==> src/pnfc_pkg.sv <==
package pnfc_pkg;

    // Operation codes carried by the opcode field.
    localparam logic [2:0] OP_L11_DEC = 3'd0;
    localparam logic [2:0] OP_L11_ENC = 3'd1;
    localparam logic [2:0] OP_L16_DEC = 3'd2;
    localparam logic [2:0] OP_L16_ENC = 3'd3;
    localparam logic [2:0] OP_DIR_DEC = 3'd4;

    // Micro-units per unit, and the reciprocal used for an exact divide by ten
    // of a 16-bit magnitude: (x * DIV10_RECIP) >> DIV10_SHIFT.
    localparam logic [19:0] MICRO_PER_UNIT = 20'd1000000;
    localparam logic [16:0] DIV10_RECIP    = 17'd52429;
    localparam int          DIV10_SHIFT    = 19;

    // LINEAR11 mantissa limits and LINEAR16 saturation value.
    localparam logic [63:0] L11_POS_LIMIT = 64'd1023;
    localparam logic [63:0] L11_NEG_LIMIT = 64'd1024;
    localparam logic [15:0] L16_SAT       = 16'hFFFF;

    // Bit counts fed to the divider.
    localparam logic [6:0] L11_DIV_BITS = 7'd48;
    localparam logic [6:0] DIR_DIV_BITS = 7'd64;

    typedef enum logic [3:0] {
        ST_IDLE,
        ST_PREP,
        ST_SHR,
        ST_SHL,
        ST_CHECK,
        ST_MUL10,
        ST_SUBB,
        ST_DIVST,
        ST_DIVWAIT,
        ST_POST,
        ST_SRCH,
        ST_FINISH
    } state_t;

    // Request to the shared divider.
    typedef struct packed {
        logic        start;
        logic [63:0] dividend;
        logic [6:0]  nbits;
        logic [19:0] divisor;
    } div_req_t;

    // Divider response; quot and big hold until the next start.
    typedef struct packed {
        logic        done;
        logic        big;
        logic [32:0] quot;
    } div_rsp_t;

    // True when a 64-bit two's complement value fits in 32 signed bits.
    function automatic logic fits_s32(input logic [63:0] v);
        return (&v[63:31]) || (~|v[63:31]);
    endfunction

endpackage

==> src/pnfc_div.sv <==
module pnfc_div
    import pnfc_pkg::*;
(
    input  logic     aclk,
    input  logic     aresetn,
    input  div_req_t req,
    output div_rsp_t rsp
);

    logic        busy_reg, busy_next;
    logic        done_reg, done_next;
    logic [6:0]  cnt_reg, cnt_next;
    logic [63:0] num_reg, num_next;
    logic [19:0] dsr_reg, dsr_next;
    logic [19:0] rem_reg, rem_next;
    logic [32:0] quot_reg, quot_next;
    logic        big_reg, big_next;

    logic [20:0] trial;
    logic        ge;

    // One quotient bit per cycle: bring down the next dividend bit, trial subtract.
    assign trial = {rem_reg, num_reg[63]};
    assign ge    = trial >= {1'b0, dsr_reg};

    always_comb begin
        busy_next = busy_reg;
        done_next = 1'b0;
        cnt_next  = cnt_reg;
        num_next  = num_reg;
        dsr_next  = dsr_reg;
        rem_next  = rem_reg;
        quot_next = quot_reg;
        big_next  = big_reg;
        if (req.start && !busy_reg) begin
            busy_next = 1'b1;
            cnt_next  = req.nbits;
            num_next  = req.dividend;
            dsr_next  = req.divisor;
            rem_next  = '0;
            quot_next = '0;
            big_next  = 1'b0;
        end else if (busy_reg) begin
            rem_next  = ge ? 20'(trial - {1'b0, dsr_reg}) : trial[19:0];
            quot_next = {quot_reg[31:0], ge};
            // A quotient bit that leaves the register marks the result as too large.
            big_next  = big_reg | quot_reg[32];
            num_next  = {num_reg[62:0], 1'b0};
            cnt_next  = cnt_reg - 7'd1;
            if (cnt_reg == 7'd1) begin
                busy_next = 1'b0;
                done_next = 1'b1;
            end
        end
    end

    always_ff @(posedge aclk) begin
        if (!aresetn) begin
            busy_reg <= 1'b0;
            done_reg <= 1'b0;
        end else begin
            busy_reg <= busy_next;
            done_reg <= done_next;
        end
    end

    always_ff @(posedge aclk) begin
        cnt_reg  <= cnt_next;
        num_reg  <= num_next;
        dsr_reg  <= dsr_next;
        rem_reg  <= rem_next;
        quot_reg <= quot_next;
        big_reg  <= big_next;
    end

    assign rsp.done = done_reg;
    assign rsp.big  = big_reg;
    assign rsp.quot = quot_reg;

endmodule

==> src/pmbus_numeric_format_converter.sv <==
// Converts between PMBus LINEAR11, LINEAR16 and DIRECT words and signed 32-bit
// micro-unit values, one item at a time; s_ready is low from the cycle after an
// item is taken until its result has been moved into the output register, which
// holds it until m_ready. Items that need no arithmetic (zero input, zero slope,
// an exponent past the limits, an unknown opcode) go from set-up straight to the
// output register. The time an item takes is set by the shared divider, which
// resolves one quotient bit per cycle, and by the one-bit shifter and times-ten
// step that scale by powers of two and ten.
module pmbus_numeric_format_converter
    import pnfc_pkg::*;
(
    input  logic               aclk,
    input  logic               aresetn,
    input  logic               s_valid,
    output logic               s_ready,
    input  logic [2:0]         s_opcode,
    input  logic [15:0]        s_word,
    input  logic signed [31:0] s_micro,
    input  logic signed [7:0]  s_exponent,
    input  logic signed [15:0] s_coef_m,
    input  logic signed [15:0] s_coef_b,
    input  logic signed [3:0]  s_coef_r,
    output logic               m_valid,
    input  logic               m_ready,
    output logic signed [31:0] m_value_micro,
    output logic [15:0]        m_encoded_word,
    output logic               m_valid_res
);

    state_t state_reg, state_next;

    logic [2:0]         op_reg, op_next;
    logic [15:0]        word_reg, word_next;
    logic signed [31:0] micro_reg, micro_next;
    logic signed [7:0]  expo_reg, expo_next;
    logic signed [15:0] m_reg, m_next;
    logic signed [15:0] b_reg, b_next;
    logic signed [3:0]  r_reg, r_next;

    logic [63:0]        acc_reg, acc_next;
    logic [6:0]         cnt_reg, cnt_next;
    logic               neg_reg, neg_next;
    logic signed [36:0] bprod_reg, bprod_next;
    logic [63:0]        dnum_reg, dnum_next;
    logic [6:0]         dbits_reg, dbits_next;
    logic [19:0]        ddsr_reg, ddsr_next;

    logic [31:0]        res_val_reg, res_val_next;
    logic [15:0]        res_enc_reg, res_enc_next;
    logic               res_ok_reg, res_ok_next;

    logic               m_valid_reg, m_valid_next;
    logic [31:0]        m_val_reg, m_val_next;
    logic [15:0]        m_enc_reg, m_enc_next;
    logic               m_ok_reg, m_ok_next;

    div_req_t div_req;
    div_rsp_t div_rsp;

    // Scratch values for the set-up and subtract steps.
    logic signed [16:0] mant;
    logic signed [8:0]  e_s;
    logic signed [8:0]  s_l16;
    logic signed [37:0] mprod;
    logic [31:0]        mag32;
    logic [15:0]        yabs;
    logic [32:0]        q10prod;
    logic [15:0]        q10;
    logic signed [4:0]  r_steps;
    logic [63:0]        sub_res;
    logic [8:0]         bits_l16;

    pnfc_div u_div (
        .aclk    (aclk),
        .aresetn (aresetn),
        .req     (div_req),
        .rsp     (div_rsp)
    );

    assign div_req.start    = (state_reg == ST_DIVST);
    assign div_req.dividend = dnum_reg;
    assign div_req.nbits    = dbits_reg;
    assign div_req.divisor  = ddsr_reg;

    // Sequencer: next state and datapath register updates.
    always_comb begin
        state_next   = state_reg;
        op_next      = op_reg;
        word_next    = word_reg;
        micro_next   = micro_reg;
        expo_next    = expo_reg;
        m_next       = m_reg;
        b_next       = b_reg;
        r_next       = r_reg;
        acc_next     = acc_reg;
        cnt_next     = cnt_reg;
        neg_next     = neg_reg;
        bprod_next   = bprod_reg;
        dnum_next    = dnum_reg;
        dbits_next   = dbits_reg;
        ddsr_next    = ddsr_reg;
        res_val_next = res_val_reg;
        res_enc_next = res_enc_reg;
        res_ok_next  = res_ok_reg;
        m_valid_next = m_valid_reg;
        m_val_next   = m_val_reg;
        m_enc_next   = m_enc_reg;
        m_ok_next    = m_ok_reg;
        s_ready      = 1'b0;

        // Mantissa and exponent for the LINEAR decodes.
        if (op_reg == OP_L11_DEC) begin
            mant = 17'(signed'(word_reg[10:0]));
            e_s  = 9'(signed'(word_reg[15:11]));
        end else begin
            mant = signed'({1'b0, word_reg});
            e_s  = 9'(expo_reg);
        end
        mprod    = mant * signed'({1'b0, MICRO_PER_UNIT});
        mag32    = micro_reg[31] ? 32'(-micro_reg) : micro_reg;
        s_l16    = -9'(expo_reg);
        bits_l16 = 9'(s_l16 + 9'sd32);
        yabs     = word_reg[15] ? 16'(-signed'(word_reg)) : word_reg;
        q10prod  = yabs * DIV10_RECIP;
        q10      = 16'(q10prod >> DIV10_SHIFT);
        r_steps  = 5'sd6 - 5'(r_reg);
        sub_res  = acc_reg - 64'(bprod_reg);

        // A taken result frees the output register.
        if (m_valid_reg && m_ready) begin
            m_valid_next = 1'b0;
        end

        unique case (state_reg)
            ST_IDLE: begin
                s_ready = 1'b1;
                if (s_valid) begin
                    op_next      = s_opcode;
                    word_next    = s_word;
                    micro_next   = s_micro;
                    expo_next    = s_exponent;
                    m_next       = s_coef_m;
                    b_next       = s_coef_b;
                    r_next       = s_coef_r;
                    res_val_next = '0;
                    res_enc_next = '0;
                    res_ok_next  = 1'b0;
                    state_next   = ST_PREP;
                end
            end

            ST_PREP: begin
                unique case (op_reg)
                    OP_L11_DEC, OP_L16_DEC: begin
                        acc_next = 64'(mprod);
                        if (e_s < 0) begin
                            if (e_s <= -9'sd63) begin
                                // Everything shifted out reads as zero.
                                res_ok_next = 1'b1;
                                state_next  = ST_FINISH;
                            end else begin
                                cnt_next   = 7'(-e_s);
                                state_next = ST_SHR;
                            end
                        end else if (e_s > 0) begin
                            if (e_s >= 9'sd32) begin
                                state_next = ST_FINISH;
                            end else begin
                                cnt_next   = 7'(e_s);
                                state_next = ST_SHL;
                            end
                        end else begin
                            state_next = ST_CHECK;
                        end
                    end
                    OP_L11_ENC: begin
                        res_ok_next = 1'b1;
                        if (micro_reg == 0) begin
                            state_next = ST_FINISH;
                        end else begin
                            neg_next   = micro_reg[31];
                            dnum_next  = {mag32, 32'd0};
                            dbits_next = L11_DIV_BITS;
                            ddsr_next  = MICRO_PER_UNIT;
                            state_next = ST_DIVST;
                        end
                    end
                    OP_L16_ENC: begin
                        res_ok_next = 1'b1;
                        if (micro_reg <= 0 || expo_reg >= 8'sd32 || expo_reg <= -8'sd40) begin
                            state_next = ST_FINISH;
                        end else begin
                            // Long division of micro * 2^-exponent by one million.
                            dnum_next  = {micro_reg, 32'd0};
                            dbits_next = bits_l16[6:0];
                            ddsr_next  = MICRO_PER_UNIT;
                            state_next = ST_DIVST;
                        end
                    end
                    OP_DIR_DEC: begin
                        bprod_next = b_reg * signed'({1'b0, MICRO_PER_UNIT});
                        if (m_reg == 0) begin
                            state_next = ST_FINISH;
                        end else begin
                            if (r_reg == 4'sd7) begin
                                // Y * 10^6 / 10^7 collapses to one divide by ten.
                                acc_next = word_reg[15] ? -64'(q10) : 64'(q10);
                                cnt_next = '0;
                            end else begin
                                acc_next = 64'(signed'(word_reg));
                                cnt_next = 7'(r_steps);
                            end
                            state_next = ST_MUL10;
                        end
                    end
                    default: begin
                        state_next = ST_FINISH;
                    end
                endcase
            end

            // Floor scaling by a negative power of two, one bit a cycle.
            ST_SHR: begin
                if (cnt_reg == 7'd0) begin
                    state_next = ST_CHECK;
                end else begin
                    acc_next = 64'(signed'(acc_reg) >>> 1);
                    cnt_next = cnt_reg - 7'd1;
                end
            end

            // Scaling up stops early once the value has left the 32-bit range.
            ST_SHL: begin
                if (cnt_reg == 7'd0 || !fits_s32(acc_reg)) begin
                    state_next = ST_CHECK;
                end else begin
                    acc_next = {acc_reg[62:0], 1'b0};
                    cnt_next = cnt_reg - 7'd1;
                end
            end

            ST_CHECK: begin
                if (fits_s32(acc_reg)) begin
                    res_ok_next  = 1'b1;
                    res_val_next = acc_reg[31:0];
                end
                state_next = ST_FINISH;
            end

            // Multiply by ten as 8x + 2x.
            ST_MUL10: begin
                if (cnt_reg == 7'd0) begin
                    state_next = ST_SUBB;
                end else begin
                    acc_next = {acc_reg[60:0], 3'd0} + {acc_reg[62:0], 1'b0};
                    cnt_next = cnt_reg - 7'd1;
                end
            end

            ST_SUBB: begin
                neg_next   = sub_res[63] ^ m_reg[15];
                dnum_next  = sub_res[63] ? -sub_res : sub_res;
                dbits_next = DIR_DIV_BITS;
                ddsr_next  = m_reg[15] ? 20'(-32'(m_reg)) : 20'(m_reg);
                state_next = ST_DIVST;
            end

            ST_DIVST: begin
                state_next = ST_DIVWAIT;
            end

            ST_DIVWAIT: begin
                if (div_rsp.done) begin
                    state_next = ST_POST;
                end
            end

            ST_POST: begin
                state_next = ST_FINISH;
                unique case (op_reg)
                    OP_L11_ENC: begin
                        acc_next   = 64'(div_rsp.quot);
                        cnt_next   = '0;
                        state_next = ST_SRCH;
                    end
                    OP_L16_ENC: begin
                        if (div_rsp.big || (|div_rsp.quot[32:16])) begin
                            res_enc_next = L16_SAT;
                        end else begin
                            res_enc_next = div_rsp.quot[15:0];
                        end
                    end
                    OP_DIR_DEC: begin
                        if (!div_rsp.big && !div_rsp.quot[32] &&
                            (!div_rsp.quot[31] || (neg_reg && div_rsp.quot[30:0] == '0))) begin
                            res_ok_next  = 1'b1;
                            res_val_next = neg_reg ? -div_rsp.quot[31:0] : div_rsp.quot[31:0];
                        end
                    end
                    default: begin
                        res_ok_next = 1'b0;
                    end
                endcase
            end

            // Lowest LINEAR11 exponent: halve the finest mantissa until it fits.
            ST_SRCH: begin
                if (acc_reg <= (neg_reg ? L11_NEG_LIMIT : L11_POS_LIMIT)) begin
                    res_enc_next = {cnt_reg[4:0] ^ 5'h10,
                                    neg_reg ? -acc_reg[10:0] : acc_reg[10:0]};
                    state_next   = ST_FINISH;
                end else begin
                    acc_next = {1'b0, acc_reg[63:1]};
                    cnt_next = cnt_reg + 7'd1;
                end
            end

            ST_FINISH: begin
                if (!m_valid_reg || m_ready) begin
                    m_valid_next = 1'b1;
                    m_val_next   = res_val_reg;
                    m_enc_next   = res_enc_reg;
                    m_ok_next    = res_ok_reg;
                    state_next   = ST_IDLE;
                end
            end

            default: begin
                state_next = ST_IDLE;
            end
        endcase
    end

    always_ff @(posedge aclk) begin
        if (!aresetn) begin
            state_reg   <= ST_IDLE;
            m_valid_reg <= 1'b0;
        end else begin
            state_reg   <= state_next;
            m_valid_reg <= m_valid_next;
        end
    end

    always_ff @(posedge aclk) begin
        op_reg      <= op_next;
        word_reg    <= word_next;
        micro_reg   <= micro_next;
        expo_reg    <= expo_next;
        m_reg       <= m_next;
        b_reg       <= b_next;
        r_reg       <= r_next;
        acc_reg     <= acc_next;
        cnt_reg     <= cnt_next;
        neg_reg     <= neg_next;
        bprod_reg   <= bprod_next;
        dnum_reg    <= dnum_next;
        dbits_reg   <= dbits_next;
        ddsr_reg    <= ddsr_next;
        res_val_reg <= res_val_next;
        res_enc_reg <= res_enc_next;
        res_ok_reg  <= res_ok_next;
        m_val_reg   <= m_val_next;
        m_enc_reg   <= m_enc_next;
        m_ok_reg    <= m_ok_next;
    end

    assign m_valid        = m_valid_reg;
    assign m_value_micro  = m_val_reg;
    assign m_encoded_word = m_enc_reg;
    assign m_valid_res    = m_ok_reg;

endmodule

==> config.mk <==
export PLATFORM = sky130hd
export DESIGN_NAME = pmbus_numeric_format_converter
export DESIGN_NICKNAME = d
export VERILOG_FILES = /design/src/pnfc_pkg.sv /design/src/pnfc_div.sv /design/src/pmbus_numeric_format_converter.sv
export SDC_FILE = /design/constraint.sdc
export NUM_CORES = 2
export LEC_CHECK = 0
export ABC_AREA = 1
export BUFFER_PORTS_ARGS = -buffer_cell sky130_fd_sc_hd__buf_2
export CORE_MARGIN = 2
export CORE_UTILIZATION = 60
export CTS_BUF_LIST = sky130_fd_sc_hd__clkbuf_4 sky130_fd_sc_hd__clkbuf_8
export DETAILED_ROUTE_END_ITERATION = 16
export GPL_ROUTABILITY_DRIVEN = 0
export PLACE_DENSITY = 0.77
export SLEW_MARGIN = 10
export SYNTH_ARGS = -nofsm -noshare
export SYNTH_HDL_FRONTEND = slang
export SYNTH_SLANG_ARGS = --single-unit
==> constraint.sdc <==
create_clock -name aclk -period 9.23 [get_ports aclk]
set_clock_uncertainty 0.2 [all_clocks]
set_input_delay 1.846 -clock aclk [delete_from_list [all_inputs] [get_ports aclk]]
set_output_delay 1.846 -clock aclk [all_outputs]
set_load 0.03 [all_outputs]
==> results.yml <==
status:
  status: "finished clean"
clock_tree:
  clk_latency_ns: 0.83
  clk_path_buf_depth: 3
  clock-sinks: 539
  cts-root-buf: "clkbuf_8"
  cts_tree: "built"
  path_clk_slew_ns: 0.07
  postCtsHoldBufs: 0
  cts_buffers: 95
  cts_setup_buffers: 0
  ctsHtreeMaxLevel: 3
  cts_resized: 0
yosys:
  yosysWarnings: 0
  ys_async_sr_fraction_pct: 0
  synthCells: 6683
  synth-seq-area-share_pct: 30.2
  ys.flop_type: "edfxtp_1"
  synth.distinct_cells: 71
  synth_seq_cells: 539
  syn-cell-area_sq_mm: 0.0516
  avgSynthCellArea_sq_um: 7.72
  synth_edf_count: 478
global_route:
  overflow: 0
  antenna_found_initial: 8
  grt_pass1_vias: 44800
  track_usage_pct: 34.5
  grt_pass1_wl_um: 241000
  grt_max_degree: 79
job:
  max-cap-violations: 0
worst_setup_path:
  startpoint_type: "flip-flop"
  cp_max_fo: 8
  cp.arrival_ns: 8.99
  crit_path_top_delay_cell: "xor2_1"
  endpoint_kind: "flip-flop"
  reg2reg_slack_ns: 0.55
  cpLargestDelayFamily: "adder cells"
  worstReg2RegStart: "word_reg[2]"
  crit_type: "reg -> reg"
  reg2regPathDepth: 35
  crit_top_cell: "nand2_1"
  reg2reg_to: "acc_reg[60]"
  critPathBufInv: 6
  required_ns: 9.54
  max_stage_delay_ns: 0.65
finish:
  design_area_sq_mm: 0.0558
  syn2layout_area_growth_pct: 8.15
  layout.nets: 7730
  drive_gt1_share_pct: 8.08
timing:
  fmax_ghz: 0.115
  fin_crit_ns: 8.68
  slew_viol_final: 0
  setup_viol: 0
  hold_slack_ns: 0.215
  post-route-period-util_pct: 94.0
  worstMarginPinSlew_ns: 1.19
  hold_viol: 0
  tns_ns: 0
  slew_headroom_pct: 20.3
  rsz0062_at_grt: "false"
die:
  core_sq_mm: 0.0851
  die_width_um: 297
  num_rows: 107
  die-height_um: 297
  dieArea_sq_mm: 0.0884
  start_util_pct: 60.6
  io_pins: 150
drt:
  wirelength_um: 155000
  drtIter0Drc: 5299
  firstDrtPassIters: 7
  wire_per_inst_um: 19.2
  drtAntennaViolNets: 0
  route.detailed.drc: 0
  vias: 47300
  via_per_inst: 5.85
place:
  port_buffers: 149
  place_area_sq_mm: 0.0537
  dp_hpwl_um: 123000
worst_hold_path:
  hold_end: "u_div.dsr_reg[5]"
  hp-start: "ddsr_reg[5]"
  whs_path_depth: 0
  worst_hold_path_type: "reg -> reg"
==> layer usage <==
metal  part of all wire (%)  track usage (%)
met2                     43             53.0
met4                    5.7             17.6
met1                     40             46.0
met3                     12             7.79
met5                  0.046            0.433
==> synthesized netlist by cell type, drive strengths merged (2+ instances only) <==
| library cell | instances | area (sq um) |
|---|---|---|
| buf | 26 | 160 |
| a32oi | 2 | 17.5 |
| nor3 | 112 | 623 |
| a22oi | 39 | 293 |
| o221a | 3 | 33.8 |
| a221oi | 16 | 140 |
| nor4 | 37 | 231 |
| or2 | 18 | 113 |
| xnor2 | 31 | 279 |
| a31oi | 29 | 181 |
| o311ai | 4 | 35.0 |
| nand3b | 33 | 251 |
| a21oi | 433 | 2170 |
| nand2 | 1598 | 6130 |
| a21boi | 14 | 105 |
| nand3 | 306 | 1670 |
| clkinv | 6 | 22.5 |
| o2111ai | 16 | 140 |
| nor2 | 575 | 2290 |
| ha | 552 | 6910 |
| nand4 | 101 | 651 |
| o21bai | 28 | 210 |
| a221o | 2 | 20.0 |
| o22ai | 15 | 100 |
| inv | 1228 | 4610 |
| xor2 | 92 | 821 |
| edfxtp | 478 | 14400 |
| a21o | 30 | 225 |
| o31ai | 19 | 143 |
| o221ai | 25 | 219 |
| a211oi | 8 | 60.1 |
| o21a | 14 | 105 |
| fa | 223 | 4460 |
| and3 | 3 | 18.8 |
| dfxtp | 61 | 1220 |
| nor3b | 5 | 42.5 |
| a211o | 2 | 17.5 |
| clkbuf | 86 | 323 |
| a2111oi | 5 | 43.8 |
| o211ai | 33 | 253 |
| and2 | 6 | 37.5 |
| o21ai | 364 | 1840 |
==> cell type report <==
cell class / count / area [sq um]
multi-input combinational: 4799 / 31000
fill: 7307 / 29300
sequential: 539 / 15600
inverter: 1234 / 4630
clock buffer: 129 / 1630
tap: 1144 / 1430
timing repair buffer: 187 / 1030
clock inverter: 51 / 517
antenna: 1 / 2.50
==> cells in the final DEF (no fill, tap or decap), types with 61 or more instances in the layout <==
master	n
fa_1	223
edfxtp_1	478
dfxtp_1	61
a21oi_1	432
inv_1	1201
nand4_1	98
o21ai_0	338
nor3_1	101
clkbuf_8	105
nand2_1	1549
nor2_1	521
xor2_1	90
nand3_1	281
ha_1	552
buf_2	149
==> how the worst max path moves through the flow <==
stage	start	endpoint	slack (ns)	depth (start not counted)
detailed placement	word_reg[2]	acc_reg[44]	0.81	35
global route	word_reg[2]	acc_reg[60]	0.08	35
floorplan	word_reg[0]	acc_reg[12]	1.68	35
finish	word_reg[2]	acc_reg[60]	0.55	35
global placement	word_reg[2]	acc_reg[60]	1.10	35
CTS	word_reg[2]	acc_reg[44]	0.71	35
==> per-stage QoR <==
stage / std cells / utilization [%] / setup WS, ns
3_3_place_gp: 7903 / 63.0 / 1.10
3_5_place_dp: 7903 / 63.0 / 0.809
5_1_grt: 8084 / 65.6 / 0.0799
4_1_cts: 8083 / 65.6 / 0.714
2_1_floorplan: 6684 / - / 1.68
6_report: 8084 / 65.6 / 0.555
==> logic make-up after synthesis <==
| group | count (synthesis) | share of synthesized area [%] |
|---|---|---|
| other | 1 | 0.00727 |
| XOR/XNOR | 123 | 2.13 |
| multiplexers | 1 | 0.0194 |
| buffers and inverters | 1346 | 9.91 |
| adder cells (fa/ha/maj) | 775 | 22.0 |
| AO/OA/AOI/OAI | 1103 | 12.3 |
| flip-flops | 539 | 30.2 |
| AND/OR/NAND/NOR | 2795 | 23.4 |
Power is left out: the tool's default activity adds up to more than one toggle a clock period on the data nets, which glitch-free logic cannot reach.
